`src/rtl/stlp_pkg.sv`:
```
// Shared constants, types and the saturating delay function for the latency probe.
package stlp_pkg;

    // DNS query slot count and derived widths
    localparam int DNS_SLOTS = 16;
    localparam int CNT_W     = $clog2(DNS_SLOTS + 1);
    localparam int IDX_W     = (DNS_SLOTS > 1) ? $clog2(DNS_SLOTS) : 1;

    // Protocol and flag codes
    localparam logic [7:0] PROTO_UDP  = 8'h11;
    localparam logic [7:0] FLG_SYN    = 8'h02;
    localparam logic [7:0] FLG_SYNACK = 8'h12;
    localparam logic [7:0] FLG_ACK    = 8'h10;

    // Configuration registers
    localparam int CFG_IDX_W = 1;
    localparam int CFG_DATA_W = 32;
    localparam logic [CFG_IDX_W-1:0] REG_DNS_RESPONSE_FLAGS = 1'b0;
    localparam logic [CFG_IDX_W-1:0] REG_PLAY_MARKER        = 1'b1;
    localparam logic [15:0] DNS_RESPONSE_FLAGS_RST = 16'h8081;
    localparam logic [31:0] PLAY_MARKER_RST        = 32'h7004_0002;

    localparam int IN_DATA_W  = 128;
    localparam int OUT_DATA_W = 96;

    // Input request, packed first field in the high bits
    typedef struct packed {
        logic [31:0] payload_word;
        logic [7:0]  tcp_flags;
        logic [15:0] dns_flags;
        logic [7:0]  ip_protocol;
        logic [63:0] timestamp_us;
    } item_t;

    // Result request, packed first field in the high bits
    typedef struct packed {
        logic [31:0] play_delay_us;
        logic [31:0] tcp_delay_us;
        logic [31:0] dns_delay_us;
    } result_t;

    // DNS tracker status toward the handshake tracker
    typedef struct packed {
        logic        done;
        logic [31:0] delay;
    } dns_status_t;

    // end - start, zero when negative, saturated to 32 bits
    function automatic logic [31:0] sat_delay(input logic [63:0] t_start,
                                              input logic [63:0] t_end);
        logic [64:0] diff;
        diff = {1'b0, t_end} - {1'b0, t_start};
        if (diff[64])
            sat_delay = 32'd0;
        else if (|diff[63:32])
            sat_delay = 32'hFFFF_FFFF;
        else
            sat_delay = diff[31:0];
    endfunction

endpackage

```
`src/rtl/stlp_dns.sv`:
```
// DNS query slots and response pairing; produces the DNS delay.
module stlp_dns (
    input  logic                  clk,
    input  logic                  rst_n,
    input  logic                  step,
    input  logic                  clear,
    input  logic [63:0]           timestamp_us,
    input  logic [7:0]            ip_protocol,
    input  logic [15:0]           dns_flags,
    input  logic [15:0]           resp_flags,
    output stlp_pkg::dns_status_t status
);

    logic [63:0]                    query_times [stlp_pkg::DNS_SLOTS];
    logic [stlp_pkg::DNS_SLOTS-1:0] query_valid_reg, query_valid_next;
    logic [stlp_pkg::CNT_W-1:0]     query_cnt_reg, query_cnt_next;
    logic [stlp_pkg::CNT_W-1:0]     resp_cnt_reg, resp_cnt_next;
    logic                           done_reg, done_next;
    logic [31:0]                    delay_reg, delay_next;

    logic is_udp, is_resp, query_room, resp_room, hit, do_query;
    logic [stlp_pkg::IDX_W-1:0] q_idx, r_idx;

    assign is_udp     = (ip_protocol == stlp_pkg::PROTO_UDP);
    assign is_resp    = (dns_flags == resp_flags);
    assign query_room = (query_cnt_reg < stlp_pkg::CNT_W'(stlp_pkg::DNS_SLOTS));
    assign resp_room  = (resp_cnt_reg < stlp_pkg::CNT_W'(stlp_pkg::DNS_SLOTS));
    assign q_idx      = query_cnt_reg[stlp_pkg::IDX_W-1:0];
    assign r_idx      = resp_cnt_reg[stlp_pkg::IDX_W-1:0];
    assign hit        = query_valid_reg[r_idx];
    assign do_query   = step && is_udp && !is_resp && query_room;

    always_comb
    begin
        query_valid_next = query_valid_reg;
        query_cnt_next   = query_cnt_reg;
        resp_cnt_next    = resp_cnt_reg;
        done_next        = done_reg;
        delay_next       = delay_reg;
        if (clear)
        begin
            query_valid_next = '0;
            query_cnt_next   = '0;
            resp_cnt_next    = '0;
            done_next        = 1'b0;
            delay_next       = '0;
        end
        else if (step && is_udp)
        begin
            if (is_resp)
            begin
                if (resp_room)
                begin
                    if (hit)
                    begin
                        delay_next       = stlp_pkg::sat_delay(query_times[r_idx],
                                                               timestamp_us);
                        done_next        = 1'b1;
                        query_valid_next = '0;
                        query_cnt_next   = '0;
                        resp_cnt_next    = '0;
                    end
                    else
                    begin
                        resp_cnt_next = resp_cnt_reg + 1'b1;
                    end
                end
            end
            else if (query_room)
            begin
                query_valid_next[q_idx] = 1'b1;
                query_cnt_next          = query_cnt_reg + 1'b1;
            end
        end
    end

    always_ff @(posedge clk or negedge rst_n)
    begin
        if (!rst_n)
        begin
            query_valid_reg <= '0;
            query_cnt_reg   <= '0;
            resp_cnt_reg    <= '0;
            done_reg        <= 1'b0;
            delay_reg       <= '0;
        end
        else
        begin
            query_valid_reg <= query_valid_next;
            query_cnt_reg   <= query_cnt_next;
            resp_cnt_reg    <= resp_cnt_next;
            done_reg        <= done_next;
            delay_reg       <= delay_next;
        end
    end

    // slot timestamps: no reset, read only behind a valid bit
    always_ff @(posedge clk)
    begin
        if (do_query)
            query_times[q_idx] <= timestamp_us;
    end

    assign status.done  = done_reg;
    assign status.delay = delay_reg;

endmodule

```
`src/rtl/stlp_tcp.sv`:
```
// TCP handshake timing and play marker detection.
module stlp_tcp (
    input  logic        clk,
    input  logic        rst_n,
    input  logic        step,
    input  logic [63:0] timestamp_us,
    input  logic [7:0]  tcp_flags,
    input  logic [31:0] payload_word,
    input  logic [31:0] play_marker,
    output logic        play,
    output logic [31:0] tcp_delay_us,
    output logic [31:0] play_delay_us
);

    logic [63:0] syn_time_reg, syn_time_next;
    logic        syn_seen_reg, syn_seen_next;
    logic        synack_seen_reg, synack_seen_next;
    logic [63:0] ack_time_reg, ack_time_next;
    logic        ack_seen_reg, ack_seen_next;
    logic [31:0] shake_delay_reg, shake_delay_next;

    logic is_syn, is_synack, ack_hit, ack_now;
    logic [31:0] hs_delay, ack_play_delay;

    assign is_syn    = (tcp_flags == stlp_pkg::FLG_SYN);
    assign is_synack = (tcp_flags == stlp_pkg::FLG_SYNACK);
    assign ack_hit   = (tcp_flags == stlp_pkg::FLG_ACK) && syn_seen_reg &&
                       synack_seen_reg && !ack_seen_reg;
    assign ack_now   = ack_seen_reg || ack_hit;

    assign hs_delay       = stlp_pkg::sat_delay(syn_time_reg, timestamp_us);
    assign ack_play_delay = stlp_pkg::sat_delay(ack_time_reg, timestamp_us);

    // an ACK that also carries play gives zero play delay
    assign tcp_delay_us  = ack_hit ? hs_delay : shake_delay_reg;
    assign play_delay_us = ack_hit ? 32'd0 : ack_play_delay;
    assign play          = step && ack_now && (payload_word == play_marker);

    always_comb
    begin
        syn_time_next    = syn_time_reg;
        syn_seen_next    = syn_seen_reg;
        synack_seen_next = synack_seen_reg;
        ack_time_next    = ack_time_reg;
        ack_seen_next    = ack_seen_reg;
        shake_delay_next = shake_delay_reg;
        if (play)
        begin
            syn_time_next    = '0;
            syn_seen_next    = 1'b0;
            synack_seen_next = 1'b0;
            ack_time_next    = '0;
            ack_seen_next    = 1'b0;
            shake_delay_next = '0;
        end
        else if (step)
        begin
            if (is_syn)
            begin
                syn_time_next = timestamp_us;
                syn_seen_next = 1'b1;
            end
            if (is_synack && syn_seen_reg)
                synack_seen_next = 1'b1;
            if (ack_hit)
            begin
                ack_time_next    = timestamp_us;
                ack_seen_next    = 1'b1;
                shake_delay_next = hs_delay;
            end
        end
    end

    always_ff @(posedge clk or negedge rst_n)
    begin
        if (!rst_n)
        begin
            syn_time_reg    <= '0;
            syn_seen_reg    <= 1'b0;
            synack_seen_reg <= 1'b0;
            ack_time_reg    <= '0;
            ack_seen_reg    <= 1'b0;
            shake_delay_reg <= '0;
        end
        else
        begin
            syn_time_reg    <= syn_time_next;
            syn_seen_reg    <= syn_seen_next;
            synack_seen_reg <= synack_seen_next;
            ack_time_reg    <= ack_time_next;
            ack_seen_reg    <= ack_seen_next;
            shake_delay_reg <= shake_delay_next;
        end
    end

endmodule

```
`src/rtl/stream_setup_latency_probe_core.sv`:
```
// Top level of the stream setup latency probe: input/output registers, config, trackers.
//
//  Channel  | Direction | Moves                          | Handshake
//  ---------+-----------+--------------------------------+--------------------
//  s_axis   | in        | one parsed packet request       | tvalid/tready
//  m_axis   | out       | three delays, only at play      | tvalid/tready
//  cfg      | in        | register write (index 0 or 1)   | cfg_we, no wait
//
// One request per cycle sustained while the sink keeps up. A taken request sits
// in the input register and is processed once the output can take a result.
// Processing updates the DNS and TCP trackers, and a result (if play was hit)
// loads the output register, which drives m_axis_tvalid.
// While a result waits on a stalled output, the input register holds and
// s_axis_tready drops, also for requests that would make no result.
// Reset (rst_n low, async) clears all tracker state and loads config defaults.
module stream_setup_latency_probe_core (
    input  logic                            clk,
    input  logic                            rst_n,
    input  logic                            s_axis_tvalid,
    output logic                            s_axis_tready,
    // timestamp_us[63:0], ip_protocol[71:64], dns_flags[87:72],
    // tcp_flags[95:88], payload_word[127:96]
    input  logic [stlp_pkg::IN_DATA_W-1:0]  s_axis_tdata,
    output logic                            m_axis_tvalid,
    input  logic                            m_axis_tready,
    // dns_delay_us[31:0], tcp_delay_us[63:32], play_delay_us[95:64]
    output logic [stlp_pkg::OUT_DATA_W-1:0] m_axis_tdata,
    input  logic                            cfg_we,
    input  logic [stlp_pkg::CFG_IDX_W-1:0]  cfg_index,
    input  logic [stlp_pkg::CFG_DATA_W-1:0] cfg_data
);

    // config registers
    logic [15:0] resp_flags_reg;
    logic [31:0] play_marker_reg;

    // input register
    logic            in_vld_reg, in_vld_next;
    stlp_pkg::item_t in_data_reg;

    // output register
    logic              out_vld_reg, out_vld_next;
    stlp_pkg::result_t out_data_reg;

    logic                  fire, tcp_step, play;
    logic [31:0]           shake_delay, play_delay;
    stlp_pkg::dns_status_t dns_stat;

    // a request in the input register is processed when the output can take a result
    assign fire          = in_vld_reg && (!out_vld_reg || m_axis_tready);
    assign s_axis_tready = !in_vld_reg || fire;
    assign tcp_step      = fire && (in_data_reg.ip_protocol != stlp_pkg::PROTO_UDP) &&
                           dns_stat.done;

    always_ff @(posedge clk or negedge rst_n)
    begin
        if (!rst_n)
        begin
            resp_flags_reg  <= stlp_pkg::DNS_RESPONSE_FLAGS_RST;
            play_marker_reg <= stlp_pkg::PLAY_MARKER_RST;
        end
        else if (cfg_we)
        begin
            case (cfg_index)
                stlp_pkg::REG_DNS_RESPONSE_FLAGS: resp_flags_reg  <= cfg_data[15:0];
                stlp_pkg::REG_PLAY_MARKER:        play_marker_reg <= cfg_data[31:0];
                default:                          ;
            endcase
        end
    end

    always_comb
    begin
        in_vld_next = in_vld_reg;
        if (s_axis_tready)
            in_vld_next = s_axis_tvalid;
    end

    always_comb
    begin
        out_vld_next = out_vld_reg;
        if (out_vld_reg && m_axis_tready)
            out_vld_next = 1'b0;
        if (play)
            out_vld_next = 1'b1;
    end

    always_ff @(posedge clk or negedge rst_n)
    begin
        if (!rst_n)
        begin
            in_vld_reg  <= 1'b0;
            out_vld_reg <= 1'b0;
        end
        else
        begin
            in_vld_reg  <= in_vld_next;
            out_vld_reg <= out_vld_next;
        end
    end

    always_ff @(posedge clk)
    begin
        if (s_axis_tvalid && s_axis_tready)
            in_data_reg <= s_axis_tdata;
        if (play)
        begin
            out_data_reg.dns_delay_us  <= dns_stat.delay;
            out_data_reg.tcp_delay_us  <= shake_delay;
            out_data_reg.play_delay_us <= play_delay;
        end
    end

    stlp_dns u_dns (
        .clk          (clk),
        .rst_n        (rst_n),
        .step         (fire),
        .clear        (play),
        .timestamp_us (in_data_reg.timestamp_us),
        .ip_protocol  (in_data_reg.ip_protocol),
        .dns_flags    (in_data_reg.dns_flags),
        .resp_flags   (resp_flags_reg),
        .status       (dns_stat)
    );

    stlp_tcp u_tcp (
        .clk           (clk),
        .rst_n         (rst_n),
        .step          (tcp_step),
        .timestamp_us  (in_data_reg.timestamp_us),
        .tcp_flags     (in_data_reg.tcp_flags),
        .payload_word  (in_data_reg.payload_word),
        .play_marker   (play_marker_reg),
        .play          (play),
        .tcp_delay_us  (shake_delay),
        .play_delay_us (play_delay)
    );

    assign m_axis_tvalid = out_vld_reg;
    assign m_axis_tdata  = out_data_reg;

    // play only after a DNS match
    a_play_needs_dns: assert property (@(posedge clk) disable iff (!rst_n)
        play |-> dns_stat.done)
        else $error("play result without completed DNS measurement");

    // play returns the DNS tracker to its reset state
    a_play_clears_dns: assert property (@(posedge clk) disable iff (!rst_n)
        play |=> !dns_stat.done)
        else $error("DNS state not cleared after play");

    // a stalled result is never overwritten
    a_no_overwrite: assert property (@(posedge clk) disable iff (!rst_n)
        (out_vld_reg && !m_axis_tready) |-> !fire)
        else $error("request processed while result stalled");

    // input side only pushes back with a request held
    a_ready_low_held: assert property (@(posedge clk) disable iff (!rst_n)
        !s_axis_tready |-> in_vld_reg)
        else $error("input not ready while input register empty");

endmodule
```
`config.mk`:
```
export PLATFORM = sky130hd
export DESIGN_NAME = stream_setup_latency_probe_core
export DESIGN_NICKNAME = d
export VERILOG_FILES = /design/src/rtl/stlp_pkg.sv /design/src/rtl/stlp_dns.sv /design/src/rtl/stlp_tcp.sv /design/src/rtl/stream_setup_latency_probe_core.sv
export SDC_FILE = /design/constraint.sdc
export NUM_CORES = 2
export LEC_CHECK = 0
export BUFFER_PORTS_ARGS = -buffer_cell sky130_fd_sc_hd__buf_2
export CAP_MARGIN = 20
export CORE_MARGIN = 2
export CORE_UTILIZATION = 51
export DETAILED_ROUTE_END_ITERATION = 12
export PLACE_DENSITY_LB_ADDON = 0.1
export SYNTH_ARGS = -nofsm -noshare
export SYNTH_HDL_FRONTEND = slang
export SYNTH_SLANG_ARGS = --single-unit
```
`constraint.sdc`:
```
create_clock -name clk -period 7.3 [get_ports clk]
set_clock_uncertainty 0.15 [all_clocks]
set_input_delay 0.73 -clock clk [delete_from_list [all_inputs] [get_ports clk]]
set_output_delay 0.73 -clock clk [all_outputs]
set_load 0.03 [all_outputs]
```
==> qor.txt <==
Commonest non-fill, non-tap cell in the layout: edfxtp_1
Avg WL per Cell: 28.9 um
Yosys top cell by area: edfxtp_1
Num rows: 136
HPWL after detailed placement: 139 mm
Worst-skew pair later-pin latency: 0.80 ns
Yosys cell types: 96
Syn avg cell area: 14.5 um2
Clock Root Buffer: clkbuf_16
# Max-Cap Violations: 0
Final TNS setup: 0 ns
Most frequent cells in the layout: edfxtp_1, nor2_1, mux4_2, a21oi_1, nand2_1
Worst endpoint data arrival time: 7.16 ns
Leak Pwr: 29.2 nW
Logic pwr share: 8.8%
Buffers on Ports: 263
Max FFs per register: 1,024
Synth top area cells: edfxtp_1, mux4_2, dfrtp_1
Largest net degree at the start of global routing: 123
Synth Net Count: 5,255
Sw frac: 23.9%
Final worst slack: 0.617 ns
Starting DRC count in detailed routing: 4,468
Setup violators final: 0
Core ar.: 0.137 mm2
Sequential share of power: 49.4%
Worst Max-Slew Pin Slew: 1.11 ns
CTS tree: done
Status: finished, final reports clean
Syn Std Cell Area: 0.0706 mm2
Worst slack at placement: 0.610 ns
Vias per cell: 6.19
CP Class: reg2reg
Final nets: 5,762
Clock power share: 41.8%
Net load switching power: 4.67 mW
Pint: 14.9 mW
Peak VDD IR: 0.229 mV
Fin area: 0.0818 mm2
Initial antenna violation count: 11
Area Overhead vs Synth: 15.8%
# Post-CTS Setup Buffers: 0
Number of synthesized flops with an enable pin: 1,248
Pins Over Slew Limit: 0
Tmin final: 6.68 ns
Deepest clock path buffer count: 3
Largest family of logic cells by synthesized area: multiplexers
Vias in the first global route: 45,200
Clk slew on worst S/H paths: 0.06 ns
Starting Density: 51.4%
Seq cells post-synth: 1,520
Simple-gate share of the synthesized area: 6.53%
Pwr/cell area: 239 mW/mm2
Die ar.: 0.141 mm2
RSZ-0062 raised after global routing: false
Syn Inst Count: 4,886
Via count: 45,300
Async SR Flop Fraction: 17.9%
GRT Total Usage: 29.9%
Drt first pass iters: 5
Post-placement cell area: 0.0750 mm2
Maximum level of the CTS H-tree: 4
Share of cells above drive strength 1: 20.9%
Area share of the largest cell type after synthesis: 53.1%
GPL Wtd Cong: 0.989
Worst path required time: 7.78 ns
DRC viols: 0
Global route overflow: 0
WL final: 211 mm
Util after Layout: 59.5%
XOR/XNOR Fraction of Synth Area: 2.26%
Post-Synth Adder-Cell Area: 3.63%
Cts bufs inserted: 158
First-pass GRT wire length: 306 mm
Setup crit start kind: flip-flop
Seq/Total Area, Yosys: 62.7%
Ant. Diodes: 0
Slew Limit Headroom: 24.9%
Mux contribution to synthesized area: 13.2%
Crit path max fanout: 32
Total number of yosys warnings: 0
Die width: 376 um
Clk sinks: 1,520
Hold Vio Cnt, Final: 0
Die H: 376 um
Hold crit path type: in2reg
Post-synth top flop: edfxtp_1
Compound-cell area share of the yosys netlist: 9.02%
Post-route clock period utilization: 91.5%
I/O Pins: 264
CP Capture Type: flip-flop
Fmax: 0.150 GHz
Final ANT Viol Nets: 0
-- Yosys cell counts, types with 96 or more instances --
cell / n
a21oi_1: 321
clkbuf_1: 159
dfrtp_1: 264
edfxtp_1: 1248
ha_1: 200
inv_1: 248
mux2i_1: 140
mux4_2: 325
nand2_1: 286
nor2_1: 351
o21ai_0: 200
xnor2_1: 96
-- final timing paths --
path                            slack (ns)  cells after the start                  start                endpoint
worst max-delay path                  0.62                     18  u_dns.resp_cnt_reg[0]     u_dns.delay_reg[31]
worst min-delay path                  0.06                      2            cfg_data[3]      play_marker_reg[3]
worst max register to register        0.62                     18  u_dns.resp_cnt_reg[0]     u_dns.delay_reg[31]
worst min register to register        0.31                      0     u_dns.delay_reg[0]         m_axis_tdata[0]
max in group asynchronous             5.20                      3                  rst_n  u_tcp.ack_time_reg[17]
min in group asynchronous             0.39                      2                  rst_n  u_tcp.syn_time_reg[51]
-- cell type report --
type	instances	area, um2
Sequential cell	1520	44300
Clock buffer	215	4380
Inverter	248	931
Tap cell	1794	2240
Multi-Input combinational cell	2894	24700
Fill cell	10700	55700
Clock inverter	74	897
Timing Repair Buffer	571	4330
-- logic make-up after synthesis --
kind of cell             Yosys count
AO/OA/AOI/OAI                   1000
XOR/XNOR                         182
adder cells (fa/ha/maj)          203
buffers and inverters            472
flip-flops                      1520
multiplexers                     521
AND/OR/NAND/NOR                  988
-- repair_timing --
action / CTS / global route
hold buffers: 152 / 0
hold endpoints to repair: 238 / 0
setup endpoints to repair: 0 / 0
resized for setup: 0 / 0
-- per-layer routing --
metal	vias to the layer above	wire (um)	part of all wire [%]	global-route usage (%)
li1	19900	-	-	-
met1	23300	89200	42	41.6
met2	1742	101000	48	48.2
met3	330	13000	6.2	4.11
met4	0	8390	4.0	11.1
met5	-	0	0	0
-- worst max-delay path, stage by stage (launching register included) --
cell	delay, ns
dfrtp_4	0.83
buf_4	0.53
mux4_2	0.56
mux4_2	0.50
inv_1	0.07
ha_1	0.18
a21oi_1	0.08
o21ai_0	0.46
a21oi_1	0.17
o21ai_0	0.56
nor3_2	0.11
o31ai_1	0.47
a21oi_1	0.14
xnor2_1	0.16
a2111o_1	0.29
or4_4	0.50
nor4_4	0.36
buf_12	0.28
o21ai_0	0.11
-- power groups by stage --
stage	sequential, mW	clock, mW	combinational (mW)
2_1_floorplan	9.86	0	0.898
3_3_place_gp	9.83	0	1.63
3_5_place_dp	9.84	0	1.63
4_1_cts	9.66	8.31	1.70
5_1_grt	9.66	8.65	1.85
6_report	9.66	8.18	1.73
-- through the flow --
| stage | hold slack [ns] | std cells | total power [mW] |
|---|---|---|---|
| finish | 0.0609 | 7316 | 19.6 |
| global route | 0.0234 | 7316 | 20.2 |
| CTS | 0.00896 | 7315 | 19.7 |
| global placement | 0.289 | 6874 | 11.5 |
| detailed placement | 0.294 | 6874 | 11.5 |
| floorplan | 0.275 | 4886 | 10.8 |
No activity file was read; power rests on OpenSTA's default activity.
